===== src/hdl/dik_pkg.sv =====
// Shared types, widths and register codes of the delta inverse kinematics block.
package dik_pkg;

    localparam int COORD_W    = 20;
    localparam int ROD_W      = 40;
    localparam int DIFF_W     = COORD_W + 1;
    localparam int SQ_PROD_W  = 2 * DIFF_W;
    localparam int RAD_W      = SQ_PROD_W + 1;
    localparam int SQ_W       = 42;
    localparam int SQRT_STEPS = 21;
    localparam int OUT_W      = 21;
    localparam int SUM_W      = OUT_W + 1;
    localparam int CFG_IDX_W  = 3;
    localparam int FIFO_DEPTH_DEFAULT = 4;

    // Configuration register indexes.
    localparam logic [CFG_IDX_W-1:0] REG_TOWER_A_X = 3'd0;
    localparam logic [CFG_IDX_W-1:0] REG_TOWER_A_Y = 3'd1;
    localparam logic [CFG_IDX_W-1:0] REG_TOWER_B_X = 3'd2;
    localparam logic [CFG_IDX_W-1:0] REG_TOWER_B_Y = 3'd3;
    localparam logic [CFG_IDX_W-1:0] REG_TOWER_C_X = 3'd4;
    localparam logic [CFG_IDX_W-1:0] REG_TOWER_C_Y = 3'd5;
    localparam logic [CFG_IDX_W-1:0] REG_ROD_SQ    = 3'd6;

    // Register contents after reset.
    localparam logic signed [COORD_W-1:0] RST_TOWER_A_X = -20'sd85755;
    localparam logic signed [COORD_W-1:0] RST_TOWER_A_Y = -20'sd49510;
    localparam logic signed [COORD_W-1:0] RST_TOWER_B_X = 20'sd85755;
    localparam logic signed [COORD_W-1:0] RST_TOWER_B_Y = -20'sd49510;
    localparam logic signed [COORD_W-1:0] RST_TOWER_C_X = 20'sd0;
    localparam logic signed [COORD_W-1:0] RST_TOWER_C_Y = 20'sd99021;
    localparam logic [ROD_W-1:0]          RST_ROD_SQ    = 40'd37754044416;

    localparam logic signed [SUM_W-1:0] OUT_MAX = 22'sd1048575;
    localparam logic signed [SUM_W-1:0] OUT_MIN = -22'sd1048576;

    typedef struct packed {
        logic signed [COORD_W-1:0] tax;
        logic signed [COORD_W-1:0] tay;
        logic signed [COORD_W-1:0] tbx;
        logic signed [COORD_W-1:0] tby;
        logic signed [COORD_W-1:0] tcx;
        logic signed [COORD_W-1:0] tcy;
        logic [ROD_W-1:0]          rod;
    } t_cfg;

    // One classified position handed from the front end to the root pipeline.
    typedef struct packed {
        logic signed [RAD_W-1:0]   rad_a;
        logic signed [RAD_W-1:0]   rad_b;
        logic signed [RAD_W-1:0]   rad_c;
        logic signed [COORD_W-1:0] z;
        logic                      bad;
    } t_item;

endpackage


===== src/hdl/dik_fifo.sv =====
// Short register queue between the front end and the root pipeline.
module dik_fifo #(
    parameter int DEPTH = dik_pkg::FIFO_DEPTH_DEFAULT
) (
    input  logic           i_clk,
    input  logic           i_rst_n,
    input  logic           i_push,
    input  dik_pkg::t_item i_item,
    output logic           o_full,
    input  logic           i_pop,
    output logic           o_empty,
    output dik_pkg::t_item o_item
);

    localparam int PTR_W = (DEPTH > 1) ? $clog2(DEPTH) : 1;
    localparam int CNT_W = $clog2(DEPTH + 1);

    dik_pkg::t_item   r_mem [DEPTH];
    logic [PTR_W-1:0] r_wr, r_rd;
    logic [CNT_W-1:0] r_cnt;

    assign o_full  = (r_cnt == CNT_W'(DEPTH));
    assign o_empty = (r_cnt == '0);
    assign o_item  = r_mem[r_rd];

    // Pointers wrap at the depth, which need not be a power of two.
    always_ff @(posedge i_clk) begin
        if (!i_rst_n) begin
            r_wr  <= '0;
            r_rd  <= '0;
            r_cnt <= '0;
        end else begin
            if (i_push) begin
                r_wr <= (r_wr == PTR_W'(DEPTH - 1)) ? '0 : r_wr + 1'b1;
            end
            if (i_pop) begin
                r_rd <= (r_rd == PTR_W'(DEPTH - 1)) ? '0 : r_rd + 1'b1;
            end
            r_cnt <= r_cnt + CNT_W'(i_push) - CNT_W'(i_pop);
        end
    end

    always_ff @(posedge i_clk) begin
        if (i_push) begin
            r_mem[r_wr] <= i_item;
        end
    end

endmodule


===== config.mk =====
export PLATFORM = sky130hd
export DESIGN_NAME = dik_fifo
export DESIGN_NICKNAME = d
export VERILOG_FILES = /design/src/hdl/dik_pkg.sv /design/src/hdl/dik_fifo.sv
export SDC_FILE = /design/constraint.sdc
export NUM_CORES = 1
export LEC_CHECK = 0
export BUFFER_PORTS_ARGS = -buffer_cell sky130_fd_sc_hd__buf_2
export CAP_MARGIN = 20
export CORE_ASPECT_RATIO = 0.9
export CORE_UTILIZATION = 60
export DETAILED_ROUTE_END_ITERATION = 12
export GPL_TIMING_DRIVEN = 0
export PLACE_DENSITY = 0.83
export SYNTH_ARGS = -nofsm -noshare
export SYNTH_HDL_FRONTEND = slang
export SYNTH_SLANG_ARGS = --single-unit

===== constraint.sdc =====
create_clock -name i_clk -period 11.75 [get_ports i_clk]
set_input_delay 0.5875 -clock i_clk [delete_from_list [all_inputs] [get_ports i_clk]]
set_output_delay 0.5875 -clock i_clk [all_outputs]
set_load 0.02 [all_outputs]

==> impl_metrics.env, run 1 <==
export IMPL_max_stage_delay_ns=0.79
export IMPL_gp_congestion=0.722
export IMPL_drtIter0Drc=732
export IMPL_wirelength_um=44700
export IMPL_synthesis_instances=828
export IMPL_grt_max_degree=61
export IMPL_cts_resized_gates=0
export IMPL_grtUsageMet2_pct=40.5
export IMPL_synthesis_area_um2=22100
export IMPL_worstSetupPathType="reg -> out"
export IMPL_area_delta_synth_final_pct=18.6
export IMPL_first_global_vias=10700
export IMPL_dp_cells=1619
export IMPL_path_max_fanout=10
export IMPL_die_area_um2=37600
export IMPL_hold_buffers=0
export IMPL_synthArstFlopShare_pct=0
export IMPL_vias=10200
export IMPL_cpMostUsedCell="buf_2"
export IMPL_ys_warn_count=0
export IMPL_critPathTopFamily="buffers and inverters"
export IMPL_min_path_type="in -> reg"
export IMPL_num_rows=66
export IMPL_multi_input_area_um2=3640
export IMPL_whs_ns=0.205
export IMPL_fin_cells=1719
export IMPL_nFillCells=1992
export IMPL_dpl_hpwl_um=26700
export IMPL_grtUsageMet3_pct=8.42
export IMPL_worstSetupEndpointType="output port"
export IMPL_worstMarginPinSlew_ns=1.04
export IMPL_grt_pass1_wl_um=65100
export IMPL_dieHeight_um=184
export IMPL_core_um2=36200
export IMPL_fin_area_um2=26200
export IMPL_start_util_pct=61.1
export IMPL_crit_path_start_kind="flop"
export IMPL_power_leakage_nw=8.88
export IMPL_arrival_ns=2.94
export IMPL_syn_avg_cell_area_um2=26.7
export IMPL_ys_dominant_reg_cell="edfxtp_1"
export IMPL_synth_edff_count=600
export IMPL_slew_headroom_pct=30.9
export IMPL_grt_busiest_layer="met2"
export IMPL_yosysSeqAreaShare_pct=82.4
export IMPL_io_pins=306
export IMPL_setup_viol=0
export IMPL_synth_seq_cells=609
export IMPL_vdd_ir_drop_worst_uv=161
export IMPL_drc=0
export IMPL_crit_buf_inv=4
export IMPL_cts_tree="built"
export IMPL_ant_nets=0
export IMPL_synth_top_cell_by_area="edfxtp_1"
export IMPL_setup_slack_ns=8.23
export IMPL_seq_area_um2=18200
export IMPL_cp_required_ns=11.16
export IMPL_clk_pin_slew_ns=0.06
export IMPL_pre_cts_ws_ns=8.87
export IMPL_finalSetupTns_ns=0
export IMPL_post_route_min_period_ns=3.52
export IMPL_nets=1363
export IMPL_critical_path_slowest_cell="clkbuf_1"
export IMPL_io_buffers=305
export IMPL_grt_overflow=0
export IMPL_rsz0062_at_grt="no"
export IMPL_clkLatencyLatePin_ns=0.59
export IMPL_synth_top_area_share_pct=81.6
export IMPL_cts_buffers=56
export IMPL_antenna_found_initial=11
export IMPL_synth_area_leaders="edfxtp_1, mux4_2, dfxtp_1"
export IMPL_syn_num_nets=990
export IMPL_drive_gt1_share_pct=46.4
export IMPL_outcome="finished, final reports clean"
export IMPL_synth_most_common_cell="edfxtp_1"
export IMPL_max_freq_ghz=0.284
export IMPL_hold_violations=0
export IMPL_cap_viol_max_count=0
export IMPL_use_met1_pct=30.3
export IMPL_yosys_top_cells_count="edfxtp_1, mux4_2, buf_2, buf_6, dfxtp_1"
export IMPL_dpl_cell_area_um2=24500
export IMPL_cts_buffer_depth=3
export IMPL_wl_per_cell_um=26.0
export IMPL_finalMaxSlewViolations=0
export IMPL_power_density_nw_per_um2=179
export IMPL_firstDrtPassIters=4
export IMPL_cts_root_buf="clkbuf_16"
export IMPL_skew_ns=0.0183
export IMPL_cts_post_setup_buffers_inserted=0
export IMPL_grt_use_total_pct=24.2
export IMPL_viasPerCell=5.93
export IMPL_die_w_um=204
export IMPL_post_route_period_util_pct=30.0
export IMPL_htree_levels=2
export IMPL_crit_chain="buf_2 -> clkbuf_1 -> buf_2 -> mux4_2 -> buf_2"
export IMPL_synthDistinctLibCells=18
export IMPL_clock_sinks=609
-- worst reg2reg max path: stages (launching register included) --
cell and delay, ns:
dfxtp_1 0.37, inv_1 0.09, ha_1 0.32, inv_1 0.05, ha_1 0.20, fa_1 0.41
xor3_1 0.36, nor2_1 0.13
-- path summary, 6_finish.rpt --
| path | slack (ns) | end | depth (start not counted) | start |
|---|---|---|---|---|
| worst min register to register | 0.53 | flop | 2 | r_rd[0] |
| worst max-delay path | 8.23 | o_item[134] | 5 | flop |
| worst min-delay path | 0.21 | r_mem[2][24] | 1 | i_item[24] |
| worst max register to register | 9.74 | r_cnt[2] | 7 | r_cnt[0] |
-- flip-flops by register name, indices dropped and copies added, names as in the netlist, named ones only --
name	count
r_cnt	3
r_mem	600
r_rd	2
r_wr	2
-- report_power, final --
group	leakage [nW]	internal [W]	switching, W	total [W]
combinational	2.45	0.000188	0.000279	0.000467
sequential	5.59	0.00248	0.0000246	0.00251
clock	0.845	0.000969	0.000734	0.00170
total	8.88	0.00364	0.00104	0.00468
-- through the flow --
step | utilization, % | total power (W)
after floorplan | - | 0.00284
after global placement | 66.9 | 0.00301
after detailed placement | 67.7 | 0.00301
after CTS | 72.4 | 0.00471
after global routing | 72.4 | 0.00481
final | 72.4 | 0.00468
-- routing by layer --
layer / share of wire (%) / up-vias
met5: 0.26 / -
met4: 2.1 / 16
met3: 9.6 / 81
met2: 51 / 444
met1: 37 / 5311
li1: - / 4343
-- final cells by class --
class / count / share of cell area, %
Timing Repair Buffer: 315 / 6.82
Antenna cell: 4 / 0.0382
Multi-Input combinational cell: 178 / 13.9
Clock buffer: 69 / 5.62
Clock inverter: 27 / 0.874
Buffer: 34 / 0.884
Sequential cell: 609 / 69.5
Inverter: 7 / 0.100
Tap cell: 476 / 2.27
-- cell families after synthesis --
group / count (synthesis) / synth area share, %
and+or+nand+nor: 15 / 0.408
buffers and inverters: 41 / 1.17
muxes: 152 / 15.4
adders and majority gates: 8 / 0.487
AOI/OAI and AO/OA: 2 / 0.0453
DFF: 609 / 82.4
xor gates and xnor gates: 1 / 0.108
-- layout by cell type, fill, tap and decap left out, drive strengths merged, types with 2 or more instances in the layout --
cell,netlist,routed
edfxtp,600,600
buf,28,343
mux4,150,150
clkbuf,6,75
clkinv,0,23
dfxtp,9,9
inv,7,7
ha,7,7
and2,6,6
diode,0,4
bufinv,0,4
nor2,3,3
or3b,2,2
nand2b,2,2
a21oi,2,2
mux2i,2,2
(Power assumes the default switching activity.)
==> run 2: changes to the inputs <==
--- a/config.mk
+++ b/config.mk
@@ -8,10 +8,10 @@
 export BUFFER_PORTS_ARGS = -buffer_cell sky130_fd_sc_hd__buf_2
 export CAP_MARGIN = 20
 export CORE_ASPECT_RATIO = 0.9
-export CORE_UTILIZATION = 60
+export CORE_UTILIZATION = 57
 export DETAILED_ROUTE_END_ITERATION = 12
 export GPL_TIMING_DRIVEN = 0
-export PLACE_DENSITY = 0.83
+export PLACE_DENSITY = 0.79
 export SYNTH_ARGS = -nofsm -noshare
 export SYNTH_HDL_FRONTEND = slang
 export SYNTH_SLANG_ARGS = --single-unit
==> constraint.sdc (replaced) <==
create_clock -name i_clk -period 3.57 [get_ports i_clk]
set_input_delay 0.1785 -clock i_clk [delete_from_list [all_inputs] [get_ports i_clk]]
set_output_delay 0.1785 -clock i_clk [all_outputs]
set_load 0.02 [all_outputs]
==> impl_metrics.env, run 2 (synthesis gave the netlist of run 1 again) <==
export IMPL_critPathTopFamily="buffers and inverters"
export IMPL_io_buffers=305
export IMPL_vdd_ir_drop_worst_uv=607
export IMPL_area_delta_synth_final_pct=26.5
export IMPL_largest_reg_flops=600
export IMPL_cpMostUsedCell="buf_2"
export IMPL_crit_path_start_kind="flop"
export IMPL_firstDrtPassIters=5
export IMPL_worstMarginPinSlew_ns=0.956
export IMPL_wl_per_cell_um=24.6
export IMPL_slew_headroom_pct=36.3
export IMPL_finalSetupTns_ns=0
export IMPL_cp_required_ns=3.39
export IMPL_cts_root_buf="clkbuf_16"
export IMPL_dpl_hpwl_um=25900
export IMPL_die_area_um2=39500
export IMPL_dp_cells=1633
export IMPL_drc=0
export IMPL_mostFrequentLayoutCell="edfxtp_1"
export IMPL_start_util_pct=57.7
export IMPL_drtIter0Drc=918
export IMPL_viasPerCell=5.74
export IMPL_core_um2=38300
export IMPL_max_stage_delay_ns=0.65
export IMPL_outcome="finished, final reports clean"
export IMPL_arrival_ns=2.78
export IMPL_cap_viol_max_count=0
export IMPL_clkLatencyLatePin_ns=0.60
export IMPL_die_w_um=209
export IMPL_cts_tree="built"
export IMPL_post_route_period_util_pct=82.9
export IMPL_worstSetupPathType="reg -> out"
export IMPL_critical_path_slowest_cell="clkbuf_1"
export IMPL_crit_chain="buf_2 -> clkbuf_1 -> buf_2 -> mux4_2 -> buf_2"
export IMPL_setup_viol=0
export IMPL_ant_nets=0
export IMPL_worstSetupEndpointType="output port"
export IMPL_vias=10900
export IMPL_num_rows=68
export IMPL_hold_violations=0
export IMPL_first_global_vias=11700
export IMPL_power_leakage_nw=9.61
export IMPL_grt_max_degree=60
export IMPL_grt_overflow=0
export IMPL_top_regs="r_mem (600), r_cnt (3)"
export IMPL_io_pins=306
export IMPL_clock_sinks=609
export IMPL_crit_cells=5
export IMPL_reg2reg_depth=5
export IMPL_dieHeight_um=189
export IMPL_whs_ns=0.324
export IMPL_skew_ns=0.0201
export IMPL_htree_levels=2
export IMPL_rsz0062_at_grt="no"
export IMPL_final_cell_mix="edfxtp_1, buf_2, dlygate4sd3_1, mux4_2, clkbuf_16"
export IMPL_cts_buffer_depth=3
export IMPL_nets=1517
export IMPL_antenna_found_initial=3
export IMPL_crit_buf_inv=4
export IMPL_post_route_min_period_ns=2.96
export IMPL_grt_use_total_pct=24.1
export IMPL_nFillCells=2046
export IMPL_fin_cells=1895
export IMPL_grt_pass1_wl_um=69700
export IMPL_crit_reg2reg_launch="r_wr[0]"
export IMPL_regMostFlops="r_mem"
export IMPL_max_freq_ghz=0.338
export IMPL_min_path_type="in -> reg"
export IMPL_cts_buffers=57
export IMPL_path_max_fanout=10
export IMPL_clk_pin_slew_ns=0.06
export IMPL_wirelength_um=46600
export IMPL_gp_congestion=0.723
export IMPL_holdCritStartpoint="i_item[11]"
export IMPL_min_delay_path_depth=2
export IMPL_drive_gt1_share_pct=41.8
export IMPL_power_density_nw_per_um2=573
export IMPL_finalMaxSlewViolations=0
## run 2: changes by cell type in the layout (fill, tap and decap cells not counted), sizes merged
cell,change
inv,+1
diode,-1
dlygate4sd3,+153
clkinv,+7
bufinv,+3
clkbuf,-3
clkinvlp,+2
## run 2: final timing paths
check | to | slack, ns
setup / recovery | o_item[115] | 0.61
hold / removal | r_mem[3][11] | 0.32
setup reg to reg | r_mem[0][80] | 1.19
hold reg to reg | r_rd[0] | 0.53
## run 2: repair_timing
item / 4_1_cts / 5_1_grt
resized for setup: 0 / 0
buffers inserted: 0 / 0
endpoints found under the hold margin: 609 / 0
hold buffers: 153 / 0
## run 2: cell type report
class	count	area, µm²	area share [%]
repair buffers	468	3330	11.9
clock inverters	40	380	1.36
plain buffers	34	231	0.829
multi-input cells	178	3640	13.0
flip-flops and latches	609	18200	65.1
well taps	490	613	2.19
clock buffers	66	1500	5.38
inverters	7	26.3	0.0941
diodes	3	7.51	0.0269
## run 2: metrics by stage
stage	power, W	instance area [µm²]	worst slack, ns	util, %
2_1_floorplan	0.00931	22100	0.749	-
5_1_grt	0.0165	27900	0.413	72.9
4_1_cts	0.0161	27900	0.453	72.9
6_report	0.0160	27900	0.611	73.0
3_5_place_dp	0.00991	24500	1.12	64.0
3_3_place_gp	0.00986	24200	-0.637	63.3
## run 2: routing by layer
metal | track usage, % | share of wire [%] | vias up
met5 | 0 | 0 | -
met4 | 7.36 | 2.3 | 0
met3 | 6.55 | 8.1 | 76
met2 | 41.1 | 52 | 457
met1 | 30.3 | 37 | 5681
li1 | - | - | 4661
## run 2: report_power, final
| group | leakage (nW) | switching [W] | internal (W) | total [W] |
|---|---|---|---|---|
| combinational | 3.09 | 0.000960 | 0.000730 | 0.00169 |
| sequential | 5.59 | 0.0000778 | 0.00816 | 0.00824 |
| clock | 0.929 | 0.00256 | 0.00352 | 0.00608 |
==> run 3: changes to the inputs <==
==> constraint.sdc (replaced) <==
create_clock -name i_clk -period 2.9 [get_ports i_clk]
set_input_delay 0.145 -clock i_clk [delete_from_list [all_inputs] [get_ports i_clk]]
set_output_delay 0.145 -clock i_clk [all_outputs]
set_load 0.02 [all_outputs]
==> impl_metrics.env, run 3 (synthesis gave the netlist of run 1 again) <==
export IMPL_clk_pin_slew_ns=0.06
export IMPL_critical_path_slowest_cell="clkbuf_1"
export IMPL_io_pins=306
export IMPL_largest_reg_flops=600
export IMPL_start_util_pct=57.7
export IMPL_min_path_type="in -> reg"
export IMPL_top_regs="r_mem (600), r_cnt (3)"
export IMPL_dieHeight_um=189
export IMPL_grt_use_total_pct=23.7
export IMPL_cts_buffers=57
export IMPL_pwr_share_comb_pct=10.5
export IMPL_fin_area_um2=27900
export IMPL_finalMaxSlewViolations=0
export IMPL_crit_buf_inv=3
export IMPL_wl_per_cell_um=24.3
export IMPL_dpl_hpwl_um=25900
export IMPL_cap_viol_max_count=0
export IMPL_regMostFlops="r_mem"
export IMPL_clkLatencyLatePin_ns=0.60
export IMPL_vdd_ir_drop_worst_uv=814
export IMPL_firstDrtPassIters=5
export IMPL_slew_headroom_pct=36.8
export IMPL_cpMostUsedCell="buf_2"
export IMPL_setup_viol=0
export IMPL_die_area_um2=39500
export IMPL_max_stage_delay_ns=0.58
export IMPL_switchingPower_w=0.00441
export IMPL_antenna_found_initial=4
export IMPL_p_int_w=0.0153
export IMPL_clkPwrFrac_pct=38.0
export IMPL_critPathTopFamily="buffers and inverters"
export IMPL_final_cell_mix="edfxtp_1, buf_2, dlygate4sd3_1, mux4_2, clkbuf_16"
export IMPL_outcome="finished, final reports clean"
export IMPL_drtIter0Drc=947
export IMPL_grt_overflow=0
export IMPL_worstSetupPathType="reg -> out"
export IMPL_worstSetupEndpointType="output port"
export IMPL_nFillCells=2048
export IMPL_dpl_cell_area_um2=24500
export IMPL_seq_power_share_pct=51.5
export IMPL_arrival_ns=2.53
export IMPL_num_rows=68
export IMPL_nets=1516
export IMPL_cts_post_setup_buffers_inserted=0
export IMPL_gp_congestion=0.723
export IMPL_cts_buffer_depth=3
export IMPL_max_freq_ghz=0.373
export IMPL_die_w_um=209
export IMPL_drc=0
export IMPL_skew_ns=0.0198
export IMPL_power_w=0.0197
export IMPL_first_global_vias=11700
export IMPL_mostFrequentLayoutCell="edfxtp_1"
export IMPL_post_route_period_util_pct=92.4
export IMPL_clock_sinks=609
export IMPL_ant_nets=0
export IMPL_wirelength_um=46100
export IMPL_cts_root_buf="clkbuf_16"
export IMPL_drive_gt1_share_pct=41.8
export IMPL_grt_max_degree=60
export IMPL_htree_levels=2
export IMPL_area_delta_synth_final_pct=26.5
export IMPL_core_um2=38300
export IMPL_io_buffers=305
export IMPL_worstMarginPinSlew_ns=0.949
export IMPL_rsz0062_at_grt="no"
export IMPL_cts_tree="built"
export IMPL_post_route_min_period_ns=2.68
export IMPL_power_leakage_nw=9.61
export IMPL_crit_chain="buf_2 -> clkbuf_1 -> mux4_2 -> buf_2"
export IMPL_vias=10800
export IMPL_crit_path_start_kind="flop"
export IMPL_grt_pass1_wl_um=69100
export IMPL_power_density_nw_per_um2=705
export IMPL_path_max_fanout=15
export IMPL_hold_violations=0
export IMPL_viasPerCell=5.70
export IMPL_cp_required_ns=2.76
export IMPL_switching_share_pct=22.4
## run 3: timing repair
item	in CTS	in global routing
gates resized for setup	0	0
hold buffers	153	0
setup endpoints to repair	100	0
endpoints found under the hold margin	609	0
## run 3: cell type report
cell class                 count  area [µm²]  share of cell area [%]
sequential                   609       18200                    65.2
multi-input combinational    178        3640                    13.0
timing repair buffer         468        3330                    11.9
clock buffer                  66        1500                    5.38
tap                          490         613                    2.20
clock inverter                40         380                    1.36
buffer                        33         228                   0.815
inverter                       7        26.3                  0.0941
antenna                        3        7.51                  0.0269
## run 3: worst register-to-register path, cell delays in order, from the launching register on
cell     delay (ns)
dfxtp_1        0.36
inv_1          0.10
ha_1           0.15
and2_4         0.65
buf_16         0.37
buf_16         0.37
## run 3: path summary, 6_finish.rpt
check / depth (start not counted) / from / end / slack [ns]
worst min register to register: 2 / r_rd[0] / r_rd[0] / 0.53
worst max-delay path: 4 / flop / o_item[12] / 0.22
worst min-delay path: 2 / i_item[78] / r_mem[3][78] / 0.30
worst max register to register: 5 / r_wr[0] / r_mem[0][80] / 0.52
## run 3: per-stage QoR
stage / hold WS (ns) / util, % / setup slack [ns] / instances / TNS [ns]
global route: 0.282 / 72.9 / 0.124 / 1893 / 0
global placement: 0.355 / 63.3 / -1.31 / 1623 / -764.48
detailed placement: 0.359 / 64.0 / 0.482 / 1633 / 0
CTS: 0.248 / 72.9 / 0.159 / 1891 / 0
floorplan: 0.244 / - / 0.0791 / 828 / 0
finish: 0.297 / 72.9 / 0.221 / 1894 / 0
## run 3: routing by layer
metal | global-route usage (%) | part of all wire, % | vias up
met1 | 30.1 | 38 | 5610
met5 | 0 | 0.028 | -
met3 | 6.88 | 8.4 | 74
met4 | 7.24 | 2.2 | 2
li1 | - | - | 4659
met2 | 40.1 | 52 | 454
## run 3: power by group through the flow
| stage | Clock, W | Combinational [W] | Sequential (W) |
|---|---|---|---|
| CTS | 0.00757 | 0.00207 | 0.0101 |
| global route | 0.00793 | 0.00219 | 0.0102 |
| finish | 0.00747 | 0.00207 | 0.0101 |
| global placement | 0 | 0.00180 | 0.0103 |
| detailed placement | 0 | 0.00188 | 0.0103 |
| floorplan | 0 | 0.00116 | 0.0103 |
